<file path="config.mk">
export PLATFORM = sky130hd
export DESIGN_NAME = joystick_calibrate_normalize_unit
export DESIGN_NICKNAME = d
export VERILOG_FILES = /design/src/sv/jcn_pkg.sv /design/src/sv/jcn_front.sv /design/src/sv/jcn_queue.sv /design/src/sv/jcn_back.sv /design/src/sv/joystick_calibrate_normalize_unit.sv
export SDC_FILE = /design/constraint.sdc
export NUM_CORES = 1
export LEC_CHECK = 0
export BUFFER_PORTS_ARGS = -buffer_cell sky130_fd_sc_hd__buf_2
export CAP_MARGIN = 10
export CORE_MARGIN = 4
export CORE_UTILIZATION = 35
export CTS_BUF_LIST = sky130_fd_sc_hd__clkbuf_4 sky130_fd_sc_hd__clkbuf_8
export DETAILED_ROUTE_END_ITERATION = 8
export GPL_TIMING_DRIVEN = 0
export SYNTH_ARGS = -nofsm -noshare
export SYNTH_HDL_FRONTEND = slang
export SYNTH_SLANG_ARGS = --single-unit
</file>
<file path="constraint.sdc">
create_clock -name clk -period 15.1 [get_ports clk]
set_clock_uncertainty 0.2 [all_clocks]
set_input_delay 4.53 -clock clk [delete_from_list [all_inputs] [get_ports clk]]
set_output_delay 4.53 -clock clk [all_outputs]
set_load 0.01 [all_outputs]
</file>
<file path="src/sv/jcn_pkg.sv">
// Shared types, constants and helpers for the joystick calibrate/normalize block.
package jcn_pkg;

  // Converter resolution and derived widths
  localparam int ADC_BITS  = 12;
  localparam int SCALE     = 1000;
  localparam int SCALE_W   = 10;
  localparam int DIFF_W    = ADC_BITS + 1;
  localparam int NUM_W     = ADC_BITS + SCALE_W;
  localparam int OUT_W     = 23;
  localparam int EXT_W     = ((NUM_W + 1 > OUT_W) ? NUM_W + 1 : OUT_W) + 1;
  localparam int STEP_W    = $clog2(NUM_W);

  // Stream payload widths, padded to whole bytes
  localparam int IN_W       = ((2 * ADC_BITS + 2 + 7) / 8) * 8;
  localparam int OUT_USED_W = 2 * OUT_W + 8;
  localparam int OUT_DATA_W = ((OUT_USED_W + 7) / 8) * 8;
  localparam int OUT_PAD_W  = OUT_DATA_W - OUT_USED_W;

  // Configuration port
  localparam int CFG_IDX_W = 3;
  localparam int CFG_W     = ADC_BITS;

  // Job queue between front and back
  localparam int QUEUE_DEPTH = 2;
  localparam int QPTR_W      = $clog2(QUEUE_DEPTH);

  localparam logic [SCALE_W-1:0] SCALE_K = SCALE_W'(SCALE);

  localparam logic signed [EXT_W-1:0] OUT_MAX_E = EXT_W'((2 ** (OUT_W - 1)) - 1);
  localparam logic signed [EXT_W-1:0] OUT_MIN_E = EXT_W'(-(2 ** (OUT_W - 1)));

  // Register indexes
  localparam logic [CFG_IDX_W-1:0] REG_CAL_FIRST = 3'd0;
  localparam logic [CFG_IDX_W-1:0] REG_MIN_X     = 3'd1;
  localparam logic [CFG_IDX_W-1:0] REG_CENTER_X  = 3'd2;
  localparam logic [CFG_IDX_W-1:0] REG_MAX_X     = 3'd3;
  localparam logic [CFG_IDX_W-1:0] REG_MIN_Y     = 3'd4;
  localparam logic [CFG_IDX_W-1:0] REG_CENTER_Y  = 3'd5;
  localparam logic [CFG_IDX_W-1:0] REG_MAX_Y     = 3'd6;

  typedef logic [ADC_BITS-1:0] sample_t;

  // Calibration phases
  typedef enum logic [2:0] {
    PH_SEED,
    PH_WAIT1,
    PH_TRACK,
    PH_WAIT2,
    PH_CENTER,
    PH_WAIT3,
    PH_RUN
  } phase_t;

  // Back-end sequencer states
  typedef enum logic [2:0] {
    B_IDLE,
    B_DIFF,
    B_SCALE,
    B_DIV,
    B_DONE
  } back_state_t;

  typedef struct packed {
    sample_t mn;
    sample_t ce;
    sample_t mx;
  } axis_cal_t;

  localparam axis_cal_t CAL_RESET = '{mn: ADC_BITS'(0), ce: ADC_BITS'(512),
                                      mx: ADC_BITS'(1024)};

  // One classified sample handed from front to back
  typedef struct packed {
    sample_t   raw_x;
    sample_t   raw_y;
    axis_cal_t cal_x;
    axis_cal_t cal_y;
    logic      pressed_a;
    logic      pressed_b;
    phase_t    phase;
  } job_t;

  // Walk forward through every phase end that this sample satisfies
  function automatic phase_t advance(phase_t start, logic a, logic b);
    phase_t p;
    p = start;
    for (int i = 0; i < 5; i++) begin
      case (p)
        PH_WAIT1:  if (a) p = PH_TRACK;
        PH_TRACK:  if (b) p = PH_WAIT2;
        PH_WAIT2:  if (a) p = PH_CENTER;
        PH_CENTER: if (b) p = PH_WAIT3;
        PH_WAIT3:  if (a) p = PH_RUN;
        default:   ;
      endcase
    end
    return p;
  endfunction

endpackage

</file>
<file path="src/sv/jcn_front.sv">
// Front end: config registers, calibration phase sequencing and job issue.
module jcn_front (
  input  logic                           clk,
  input  logic                           rst,
  input  logic                           s_tvalid,
  output logic                           s_tready,
  input  logic [jcn_pkg::IN_W-1:0]       s_tdata,
  input  logic                           cfg_we,
  input  logic [jcn_pkg::CFG_IDX_W-1:0]  cfg_index,
  input  logic [jcn_pkg::CFG_W-1:0]      cfg_data,
  output logic                           push,
  output jcn_pkg::job_t                  push_job,
  input  logic                           q_full
);
  import jcn_pkg::*;

  logic      calibrate_first;
  axis_cal_t loaded_x, loaded_y, loaded_x_next, loaded_y_next;
  axis_cal_t cal_x, cal_y, cal_x_next, cal_y_next;
  phase_t    phase, phase_next;
  sample_t   raw_x, raw_y;
  logic      pa, pb;
  logic      loaded_hit;

  assign s_tready = !q_full;
  assign push     = s_tvalid && s_tready;

  // Unpack the request and decide the per-sample state update
  always_comb begin
    raw_x      = s_tdata[ADC_BITS-1:0];
    raw_y      = s_tdata[2*ADC_BITS-1:ADC_BITS];
    pa         = ~s_tdata[2*ADC_BITS];
    pb         = ~s_tdata[2*ADC_BITS+1];
    cal_x_next = cal_x;
    cal_y_next = cal_y;
    phase_next = phase;
    unique case (phase)
      PH_SEED: begin
        cal_x_next.mn = raw_x;
        cal_x_next.mx = raw_x;
        cal_y_next.mn = raw_y;
        cal_y_next.mx = raw_y;
        phase_next    = advance(PH_WAIT1, pa, pb);
      end
      PH_TRACK: begin
        if (raw_x > cal_x.mx) cal_x_next.mx = raw_x;
        if (raw_y > cal_y.mx) cal_y_next.mx = raw_y;
        if (raw_x < cal_x.mn) cal_x_next.mn = raw_x;
        if (raw_y < cal_y.mn) cal_y_next.mn = raw_y;
        phase_next = advance(phase, pa, pb);
      end
      PH_CENTER: begin
        cal_x_next.ce = raw_x;
        cal_y_next.ce = raw_y;
        phase_next    = advance(phase, pa, pb);
      end
      PH_RUN: ;
      default: phase_next = advance(phase, pa, pb);
    endcase
  end

  // Job carries the calibration as it stood before this sample
  always_comb begin
    push_job.raw_x     = raw_x;
    push_job.raw_y     = raw_y;
    push_job.cal_x     = cal_x;
    push_job.cal_y     = cal_y;
    push_job.pressed_a = pa;
    push_job.pressed_b = pb;
    push_job.phase     = phase;
  end

  // Config write decode
  always_comb begin
    loaded_x_next = loaded_x;
    loaded_y_next = loaded_y;
    loaded_hit    = 1'b1;
    unique case (cfg_index)
      REG_MIN_X:    loaded_x_next.mn = cfg_data;
      REG_CENTER_X: loaded_x_next.ce = cfg_data;
      REG_MAX_X:    loaded_x_next.mx = cfg_data;
      REG_MIN_Y:    loaded_y_next.mn = cfg_data;
      REG_CENTER_Y: loaded_y_next.ce = cfg_data;
      REG_MAX_Y:    loaded_y_next.mx = cfg_data;
      default:      loaded_hit = 1'b0;
    endcase
  end

  // Phase and calibration registers
  always_ff @(posedge clk) begin
    if (rst) begin
      calibrate_first <= 1'b1;
      loaded_x        <= CAL_RESET;
      loaded_y        <= CAL_RESET;
      cal_x           <= CAL_RESET;
      cal_y           <= CAL_RESET;
      phase           <= PH_SEED;
    end else if (cfg_we) begin
      loaded_x <= loaded_x_next;
      loaded_y <= loaded_y_next;
      if (cfg_index == REG_CAL_FIRST) begin
        calibrate_first <= cfg_data[0];
        if (cfg_data[0]) begin
          phase <= PH_SEED;
        end else begin
          phase <= PH_RUN;
          cal_x <= loaded_x;
          cal_y <= loaded_y;
        end
      end else if (loaded_hit && !calibrate_first) begin
        cal_x <= loaded_x_next;
        cal_y <= loaded_y_next;
      end
    end else if (push) begin
      phase <= phase_next;
      cal_x <= cal_x_next;
      cal_y <= cal_y_next;
    end
  end

endmodule

</file>
<file path="src/sv/jcn_queue.sv">
// Short job queue decoupling the front end from the divider back end.
module jcn_queue (
  input  logic          clk,
  input  logic          rst,
  input  logic          push,
  input  jcn_pkg::job_t push_job,
  output logic          full,
  input  logic          pop,
  output jcn_pkg::job_t pop_job,
  output logic          empty
);
  import jcn_pkg::*;

  job_t              slots [QUEUE_DEPTH];
  logic [QPTR_W-1:0] wr_ptr, rd_ptr;
  logic [QPTR_W:0]   count;

  assign full    = (count == (QPTR_W + 1)'(QUEUE_DEPTH));
  assign empty   = (count == '0);
  assign pop_job = slots[rd_ptr];

  // Storage writes
  always_ff @(posedge clk) begin
    if (push) slots[wr_ptr] <= push_job;
  end

  // Pointers and occupancy
  always_ff @(posedge clk) begin
    if (rst) begin
      wr_ptr <= '0;
      rd_ptr <= '0;
      count  <= '0;
    end else begin
      if (push) begin
        wr_ptr <= (wr_ptr == QPTR_W'(QUEUE_DEPTH - 1)) ? '0 : wr_ptr + 1'b1;
      end
      if (pop) begin
        rd_ptr <= (rd_ptr == QPTR_W'(QUEUE_DEPTH - 1)) ? '0 : rd_ptr + 1'b1;
      end
      if (push && !pop) count <= count + 1'b1;
      else if (pop && !push) count <= count - 1'b1;
    end
  end

endmodule

</file>
<file path="src/sv/jcn_back.sv">
// Back end: two-lane restoring divider for normalization and result register.
module jcn_back (
  input  logic                            clk,
  input  logic                            rst,
  input  logic                            q_empty,
  output logic                            pop,
  input  jcn_pkg::job_t                   job,
  output logic                            m_tvalid,
  input  logic                            m_tready,
  output logic [jcn_pkg::OUT_DATA_W-1:0]  m_tdata
);
  import jcn_pkg::*;

  back_state_t              state, state_next;
  job_t                     cur;
  logic [STEP_W-1:0]        step;
  logic                     step_last;
  logic                     load_out;

  // Per-lane registers, lane 0 is x, lane 1 is y
  logic signed [DIFF_W-1:0] diff [2];
  logic signed [DIFF_W-1:0] dvs  [2];
  logic [ADC_BITS-1:0]      den  [2];
  logic [ADC_BITS-1:0]      rem  [2];
  logic [NUM_W-1:0]         quo  [2];
  logic                     neg  [2];
  logic                     fault[2];

  // Per-lane combinational values
  sample_t                  raw_l [2];
  axis_cal_t                cal_l [2];
  logic signed [DIFF_W-1:0] d_c   [2];
  logic signed [DIFF_W-1:0] up_c  [2];
  logic signed [DIFF_W-1:0] dn_c  [2];
  logic [ADC_BITS-1:0]      mag_c [2];
  logic [ADC_BITS-1:0]      den_c [2];
  logic [ADC_BITS:0]        rsh_c [2];
  logic                     fit_c [2];
  logic signed [NUM_W:0]    qs_c  [2];
  logic signed [EXT_W-1:0]  qe_c  [2];
  logic [OUT_W-1:0]         norm_c[2];
  logic                     run;

  assign run       = (cur.phase == PH_RUN);
  assign step_last = (step == STEP_W'(NUM_W - 1));

  // Lane arithmetic
  always_comb begin
    raw_l[0] = cur.raw_x;
    raw_l[1] = cur.raw_y;
    cal_l[0] = cur.cal_x;
    cal_l[1] = cur.cal_y;
    for (int l = 0; l < 2; l++) begin
      d_c[l]   = $signed({1'b0, raw_l[l]}) - $signed({1'b0, cal_l[l].ce});
      up_c[l]  = $signed({1'b0, cal_l[l].mx}) - $signed({1'b0, cal_l[l].ce});
      dn_c[l]  = $signed({1'b0, cal_l[l].ce}) - $signed({1'b0, cal_l[l].mn});
      mag_c[l] = diff[l][DIFF_W-1] ? ADC_BITS'(-diff[l]) : ADC_BITS'(diff[l]);
      den_c[l] = dvs[l][DIFF_W-1] ? ADC_BITS'(-dvs[l]) : ADC_BITS'(dvs[l]);
      rsh_c[l] = {rem[l], quo[l][NUM_W-1]};
      fit_c[l] = (rsh_c[l] >= {1'b0, den[l]});
      // apply sign, then saturate to the output range
      qs_c[l]  = neg[l] ? -$signed({1'b0, quo[l]}) : $signed({1'b0, quo[l]});
      qe_c[l]  = EXT_W'(qs_c[l]);
      if (!run || fault[l]) norm_c[l] = '0;
      else if (qe_c[l] > OUT_MAX_E) norm_c[l] = OUT_W'(OUT_MAX_E);
      else if (qe_c[l] < OUT_MIN_E) norm_c[l] = OUT_W'(OUT_MIN_E);
      else norm_c[l] = OUT_W'(qe_c[l]);
    end
  end

  // Sequencer state register
  always_ff @(posedge clk) begin
    if (rst) state <= B_IDLE;
    else state <= state_next;
  end

  // Sequencer next state and controls
  always_comb begin
    state_next = state;
    pop        = 1'b0;
    load_out   = 1'b0;
    unique case (state)
      B_IDLE: begin
        if (!q_empty) begin
          pop        = 1'b1;
          state_next = (job.phase == PH_RUN) ? B_DIFF : B_DONE;
        end
      end
      B_DIFF:  state_next = B_SCALE;
      B_SCALE: state_next = B_DIV;
      B_DIV:   if (step_last) state_next = B_DONE;
      B_DONE: begin
        if (!m_tvalid || m_tready) begin
          load_out   = 1'b1;
          state_next = B_IDLE;
        end
      end
      default: state_next = B_IDLE;
    endcase
  end

  // Datapath
  always_ff @(posedge clk) begin
    case (state)
      B_IDLE: begin
        if (pop) begin
          cur <= job;
          for (int l = 0; l < 2; l++) fault[l] <= 1'b0;
        end
      end
      B_DIFF: begin
        for (int l = 0; l < 2; l++) begin
          diff[l] <= d_c[l];
          dvs[l]  <= (d_c[l] > 0) ? up_c[l] : dn_c[l];
        end
      end
      B_SCALE: begin
        step <= '0;
        for (int l = 0; l < 2; l++) begin
          quo[l]   <= NUM_W'(mag_c[l] * SCALE_K);
          den[l]   <= den_c[l];
          rem[l]   <= '0;
          neg[l]   <= diff[l][DIFF_W-1] ^ dvs[l][DIFF_W-1];
          fault[l] <= (dvs[l] == '0);
        end
      end
      B_DIV: begin
        step <= step + 1'b1;
        for (int l = 0; l < 2; l++) begin
          if (fit_c[l]) rem[l] <= ADC_BITS'(rsh_c[l] - {1'b0, den[l]});
          else rem[l] <= ADC_BITS'(rsh_c[l]);
          quo[l] <= {quo[l][NUM_W-2:0], fit_c[l]};
        end
      end
      default: ;
    endcase
  end

  // Result register
  always_ff @(posedge clk) begin
    if (load_out) begin
      m_tdata <= {{OUT_PAD_W{1'b0}}, fault[1] && run, fault[0] && run, run,
                  cur.phase, cur.pressed_b, cur.pressed_a, norm_c[1], norm_c[0]};
    end
  end

  always_ff @(posedge clk) begin
    if (rst) m_tvalid <= 1'b0;
    else if (load_out) m_tvalid <= 1'b1;
    else if (m_tready) m_tvalid <= 1'b0;
  end

endmodule

</file>
<file path="src/sv/joystick_calibrate_normalize_unit.sv">
// Top level of the joystick calibrate/normalize block.
//
//  Channel  Dir  Signals                       Carries
//  sample   in   s_tvalid s_tready s_tdata     raw_x, raw_y, level_a, level_b
//  result   out  m_tvalid m_tready m_tdata     norm_x, norm_y, buttons, phase, flags
//  config   in   cfg_we cfg_index cfg_data     calibrate_first, loaded min/center/max
//
// A sample handled in run phase passes the diff and scale states, then the
// shift-subtract divider that works both axes side by side, one quotient bit
// per cycle. Calibration-phase samples skip those states and the divider.
// With queue room, the front end classifies one sample per cycle into a
// two-entry job queue, so input and output stall independently. Reset is
// synchronous; it clears phase to seed and calibration/loaded to 0/512/1024.
module joystick_calibrate_normalize_unit (
  input  logic                            clk,
  input  logic                            rst,
  input  logic                            s_tvalid,
  output logic                            s_tready,
  // raw_x, raw_y, level_a, level_b, zero fill
  input  logic [jcn_pkg::IN_W-1:0]        s_tdata,
  output logic                            m_tvalid,
  input  logic                            m_tready,
  // norm_x, norm_y, pressed_a, pressed_b, phase_now, norm_valid, fault_x, fault_y, zero fill
  output logic [jcn_pkg::OUT_DATA_W-1:0]  m_tdata,
  input  logic                            cfg_we,
  input  logic [jcn_pkg::CFG_IDX_W-1:0]   cfg_index,
  input  logic [jcn_pkg::CFG_W-1:0]       cfg_data
);
  import jcn_pkg::*;

  logic push, pop, q_full, q_empty;
  job_t push_job, pop_job;

  jcn_front u_front (
    .clk       (clk),
    .rst       (rst),
    .s_tvalid  (s_tvalid),
    .s_tready  (s_tready),
    .s_tdata   (s_tdata),
    .cfg_we    (cfg_we),
    .cfg_index (cfg_index),
    .cfg_data  (cfg_data),
    .push      (push),
    .push_job  (push_job),
    .q_full    (q_full)
  );

  jcn_queue u_queue (
    .clk      (clk),
    .rst      (rst),
    .push     (push),
    .push_job (push_job),
    .full     (q_full),
    .pop      (pop),
    .pop_job  (pop_job),
    .empty    (q_empty)
  );

  jcn_back u_back (
    .clk      (clk),
    .rst      (rst),
    .q_empty  (q_empty),
    .pop      (pop),
    .job      (pop_job),
    .m_tvalid (m_tvalid),
    .m_tready (m_tready),
    .m_tdata  (m_tdata)
  );

endmodule

</file>
Word level (Yosys, flattened, before mapping). Memory sizes are Yosys's and may differ from the RTL's. A register that Yosys moved wholly into a read port is not among the register bits. Index checks and enable logic that the tools add are counted.

Reductions and logical operators: 40. Bitwise logic cells: 12. Add/subtract/negate cells: 19. Multipliers: 2. Mux-type cells: 212. Order comparisons: 12. Equality and inequality tests: 111.

Operators by type and width (number): $mux W36 (10); $mux W3 (109); $pmux W3 S5 (17); $mux W12 (20); $eq A3 B3 Y1 const B (41); $eq A3 B2 Y1 const B (38); $pmux W12 S2 (4); $mux W23 (4); $mux W22 (4); $sub A12 B12 Y13 (6); $eq A3 B1 Y1 const B (19); $neg A12 Y12 (4); $gt A23 B23 Y1 const B (2); $lt A23 B23 Y1 const B (2); $neg A22 Y23 (2); $mul A12 B7 Y19 const B (2); $mux W1 (36); $ge A13 B12 Y1 (2); $gt A13 B1 Y1 const B (2); $logic_not A13 Y1 (2); $mux W13 (2); $gt A12 B12 Y1 (2); $lt A12 B12 Y1 (2); $sub A12 B12 Y12 (2); 32 further kinds (74).

Bits in writable memories: 350. Word-level logic and storage cells: 452. Bits of input ports: 52. Memories: 8. Bits in registers: 316.

Memories: u_queue.slots (words 2, width 101, rd ports 1, clocked after Yosys merged registers in 1, write ports 1, line jcn_queue.sv:14) `job_t slots [QUEUE_DEPTH];`; u_back.quo (words 2, width 22, rd ports 2, clocked after Yosys merged registers in 0, write ports 2, line jcn_back.sv:25) `logic [NUM_W-1:0] quo [2];`; u_back.diff (words 2, width 13, rd ports 2, clocked after Yosys merged registers in 0, write ports 2, line jcn_back.sv:21) `logic signed [DIFF_W-1:0] diff [2];`; u_back.dvs (words 2, width 13, rd ports 2, clocked after Yosys merged registers in 0, write ports 2, line jcn_back.sv:22) `logic signed [DIFF_W-1:0] dvs [2];`; u_back.den (words 2, width 12, rd ports 2, clocked after Yosys merged registers in 0, write ports 2, line jcn_back.sv:23) `logic [ADC_BITS-1:0] den [2];`; u_back.rem (words 2, width 12, rd ports 2, clocked after Yosys merged registers in 0, write ports 2, line jcn_back.sv:24) `logic [ADC_BITS-1:0] rem [2];`; +2 memories.

Logic depth before layout (Yosys ltp).
Depth after elaboration: 17. Depth in mapped cells: 20. Mapped depth without buffers: 20.

Hierarchy. From an unflattened synthesis, not the netlist that was laid out.

Cells, all modules: 3232. Area, all modules: 36316.1 sq um.

Modules (own cells, without submodules): jcn_back (sequential area each 9328.9 sq um, cells each 1927, area an instance 20897.5 sq um, instances 1); jcn_front (sequential area each 2962.8 sq um, cells each 969, area an instance 7893.8 sq um, instances 1); jcn_queue (sequential area each 6165.9 sq um, cells each 336, area an instance 7524.7 sq um, instances 1).

Worst setup path before layout. No wires, ideal clock.

Kind: input -> register. Start: input port s_tvalid. End: memory u_queue.slots[0][0] (netlist name) (enable). Data arrival time: 8.850 ns. Data required time: 14.338 ns. Stages: 2. Slack: 5.488 ns. Path buffers: 0. Cell sequence: nand2_1 -> nor2_1.

Cells in the longest elaborated chain, start to end: 3.

RTL lines: start, declared (line joystick_calibrate_normalize_unit.sv:17) `input logic s_tvalid,`; $logic_and A1 B1 Y1 (line jcn_front.sv:26) `assign push = s_tvalid && s_tready;`; $mux W1 (line jcn_queue.sv:24) `if (push) slots[wr_ptr] <= push_job;`; $mux W1 (not written as such) (line jcn_queue.sv:24); end, declared (line jcn_queue.sv:14).

Every way passes these cells.

==> run_summary.xml <==
<?xml version="1.0" encoding="UTF-8"?>
<metrics>
  <group name="run_status">
    <metric name="outcome" unit="">finished clean</metric>
  </group>
  <group name="detailed_routing">
    <metric name="detailedRoute.firstIterationViolations" unit="">2099</metric>
    <metric name="ant_nets" unit="">0</metric>
    <metric name="vias" unit="">24288</metric>
    <metric name="wire_length_reported_by_the_detailed_router" unit="um">85100</metric>
    <metric name="routedWlPerCell" unit="um">17.5</metric>
    <metric name="vias_per_cell" unit="">5.00</metric>
    <metric name="detail_route.drc_violations" unit="">0</metric>
    <metric name="drt-pass1-iter-count" unit="">6</metric>
  </group>
  <group name="min_path">
    <metric name="holdCritStartpoint" unit="">u_back.cur[4]$_DFFE_PP_</metric>
    <metric name="holdCritPathClass" unit="">register to register</metric>
    <metric name="hold_end" unit="">u_back.m_tdata[46]$_DFFE_PP_</metric>
    <metric name="worstHoldPathCells" unit="">0</metric>
  </group>
  <group name="clock_tree">
    <metric name="post_cts.resized_instances" unit="">0</metric>
    <metric name="post_cts_hold_buffer_count" unit="">0</metric>
    <metric name="htree_levels" unit="">3</metric>
    <metric name="cts_clock_pin_slew_for_the_worst_setup_and_hold_paths" unit="ns">0.06</metric>
    <metric name="clock_insertion_delay_worst_skew" unit="ns">0.75</metric>
    <metric name="cts-root-to-sink-buffers" unit="">3</metric>
    <metric name="post_cts.repair.setup_buffers" unit="">0</metric>
    <metric name="clock-sinks" unit="">667</metric>
    <metric name="clockRootBuffer" unit="">clkbuf_8</metric>
    <metric name="tritoncts" unit="">yes</metric>
    <metric name="cts_made_buffers" unit="">107</metric>
  </group>
  <group name="place">
    <metric name="port_buffers" unit="">98</metric>
    <metric name="place_ws" unit="ns">7.70</metric>
    <metric name="gpl.final_weighted_congestion" unit="">0.897</metric>
    <metric name="detailed_place_hpwl" unit="um">64300</metric>
  </group>
  <group name="yosys">
    <metric name="async_flop_share" unit="%">0</metric>
    <metric name="top_area_cell_type_share_of_the_netlist_area" unit="%">42.7</metric>
    <metric name="synth_area" unit="um^2">35900</metric>
    <metric name="seq_area_frac_synth" unit="%">51.4</metric>
    <metric name="yosys.area.top_type" unit="">edfxtp_1</metric>
    <metric name="synth-edff-count" unit="">510</metric>
    <metric name="syn_inst" unit="">3177</metric>
    <metric name="yosysUniqueCellTypes" unit="">65</metric>
    <metric name="postSynth.topFlopCell" unit="">edfxtp_1</metric>
    <metric name="syn_area_per_cell" unit="um^2">11.3</metric>
    <metric name="synth-warning-count" unit="">0</metric>
    <metric name="top_post_synthesis_cells_by_area" unit="">edfxtp_1, dfxtp_1, ha_1</metric>
    <metric name="synth.ff_latch_count" unit="">667</metric>
  </group>
  <group name="global_route">
    <metric name="first_global_vias" unit="">23475</metric>
    <metric name="grt_start_max_net_pins" unit="">59</metric>
    <metric name="grt_overflow" unit="">0</metric>
    <metric name="number_of_antenna_violations_at_the_first_check_in_global_routing" unit="">3</metric>
    <metric name="global_route.usage.total" unit="%">15.6</metric>
    <metric name="grt_first_pass_wirelength" unit="um">133000</metric>
  </group>
  <group name="critical_path">
    <metric name="critical_path.reg2reg.startpoint" unit="">u_back.diff[0][13]$_DFFE_PP_</metric>
    <metric name="critPathLaunchType" unit="">register</metric>
    <metric name="r2r-end" unit="">u_back.quo[0][43]$_DFFE_PP_</metric>
    <metric name="crit_type" unit="">register to register</metric>
    <metric name="timing.critical_path.fanout_max" unit="">6</metric>
    <metric name="end_kind" unit="">register</metric>
    <metric name="critPathArrivalTime" unit="ns">7.13</metric>
    <metric name="cp_data_required_time" unit="ns">15.34</metric>
    <metric name="r2r_cells" unit="">20</metric>
    <metric name="reg2reg_setup_slack" unit="ns">8.21</metric>
  </group>
  <group name="floorplan">
    <metric name="floorplan.initialDensity" unit="%">35.3</metric>
    <metric name="fp.dieH" unit="um">328</metric>
    <metric name="floorplan.rows" unit="">117</metric>
    <metric name="die_area" unit="um^2">108000</metric>
    <metric name="boundaryPins" unit="">110</metric>
    <metric name="floorplan.core_area" unit="um^2">102000</metric>
    <metric name="x_dimension_of_the_die" unit="um">328</metric>
  </group>
  <group name="cells_and_area">
    <metric name="design.final.nets" unit="">3775</metric>
    <metric name="layout_commonest_cell" unit="">edfxtp_1</metric>
    <metric name="drive_gt1_share" unit="%">12.7</metric>
    <metric name="post-route-util" unit="%">40.0</metric>
    <metric name="final.fill_count" unit="">9750</metric>
    <metric name="syn2layout_area_growth" unit="%">13.5</metric>
    <metric name="most-common-layout-cells" unit="">edfxtp_1, nand2_1, inv_1</metric>
  </group>
  <group name="timing">
    <metric name="final_min_period_over_clock_period" unit="%">45.7</metric>
    <metric name="achievable-frequency" unit="MHz">145</metric>
    <metric name="fin_setup_tns" unit="ns">0</metric>
    <metric name="final.hold.worst_slack" unit="ns">0.224</metric>
    <metric name="layout_min_cycle_time" unit="ns">6.89</metric>
    <metric name="setup_repair_after_global_routing_missed_its_margin" unit="">no</metric>
    <metric name="worst_pin_slew" unit="ns">1.02</metric>
    <metric name="setup_viol" unit="">0</metric>
    <metric name="setup_ws" unit="ns">8.21</metric>
    <metric name="slew_headroom" unit="%">31.5</metric>
    <metric name="finalMaxSlewViolations" unit="">0</metric>
    <metric name="finalHoldViolations" unit="">0</metric>
  </group>
  <group name="flow_run">
    <metric name="max-cap-violations" unit="">0</metric>
  </group>
</metrics>
[registers in the layout, summed over array words and instances (netlist names), 26 cells and up, named ones only]
name and flops:
u_back.m_tdata 54, u_front.push_job 72, u_back.diff 26, u_back.quo 44, u_back.cur 29, u_back.cal_l 72
u_front.loaded_x 36, u_queue.slots 202, u_back.dvs 26, u_front.loaded_y 36
[per-layer routing]
| layer | global-route usage (%) | routed length [um] | vias up |
|---|---|---|---|
| li1 | - | - | 11933 |
| met1 | 22.8 | 41200 | 11531 |
| met2 | 24.0 | 37000 | 675 |
| met3 | 2.78 | 4940 | 149 |
| met4 | 4.10 | 1980 | 0 |
| met5 | 0 | 0 | - |
[cell families (layout without fill, tap and decap cells)]
logic type	after synthesis	count (layout)	synth area share [%]
muxes	150	150	4.60
xor gates and xnor gates	177	177	4.32
and+or+nand+nor	837	837	10.9
adders and majority gates	325	325	13.1
buffers and inverters	383	691	4.07
other	1	8	0.0104
AOI/OAI and AO/OA	637	637	11.6
DFF	667	667	51.4
[worst max-delay path by stage]
stage	startpoint	to	slack [ns]	cells after the start
after floorplan	s_tvalid	u_queue.slots[0][0]$_DFFE_PP_	5.49	2
after global placement	s_tvalid	u_queue.slots[0][74]$_DFFE_PP_	2.64	3
after detailed placement	s_tdata[1]	u_front.push_job[65]$_SDFFE_PP0P_	7.70	11
after CTS	u_back.diff[0][13]$_DFFE_PP_	u_back.quo[0][43]$_DFFE_PP_	8.11	20
after global routing	u_back.diff[0][13]$_DFFE_PP_	u_back.quo[0][43]$_DFFE_PP_	7.76	20
final	u_back.diff[0][13]$_DFFE_PP_	u_back.quo[0][43]$_DFFE_PP_	8.21	20
[synth_stat cells (31+ instances only)]
library cell,n
edfxtp_1,510
nand2_1,288
inv_1,259
ha_1,241
nor2_1,226
a21oi_1,206
dfxtp_1,157
o21ai_0,120
mux2_2,116
clkbuf_1,110
xnor2_1,92
xor2_1,85
fa_1,84
nor3_1,54
o31ai_1,52
nand3_1,51
nor2b_1,50
a211oi_1,46
or4_1,43
nand2b_1,42
a221oi_1,35
a21o_1,31
mux2i_1,31
[per-stage QoR]
step           instances  cell area [um^2]
6_report            4860             40700
5_1_grt             4859             40700
4_1_cts             4854             40700
3_5_place_dp        4657             38400
3_3_place_gp        4644             38100
2_1_floorplan       3178             35900
[area by class of cell]
cell class              instances  area [um^2]  share of cell area, %
diodes                          6         15.0                 0.0369
plain buffers                 124          488                   1.20
clock buffers                 168         2060                   5.05
clock inverters                29          270                  0.663
inverters                     259          975                   2.39
multi-input cells            2128        16000                   39.3
flip-flops and latches        667        18500                   45.3
well taps                    1368         1710                   4.20
repair buffers                111          746                   1.83
[worst max-delay path, stage by stage (launching register included)]
cell	delay, ns
edfxtp_1	0.50
inv_1	0.17
ha_1	0.24
nand2b_1	0.14
o21ai_0	0.12
xnor2_1	0.53
inv_1	0.20
fa_1	0.57
inv_1	0.05
fa_1	0.57
fa_1	0.46
fa_1	0.48
ha_1	0.38
o21a_1	0.13
o21a_1	0.17
a2111oi_0	0.60
o31ai_1	0.22
or4_1	0.44
a31oi_1	0.21
xnor2_1	0.15
o21ai_0	0.09
Power is not shown: default switching activity piles up to over one toggle a cycle in this logic, so the estimate is an artifact.
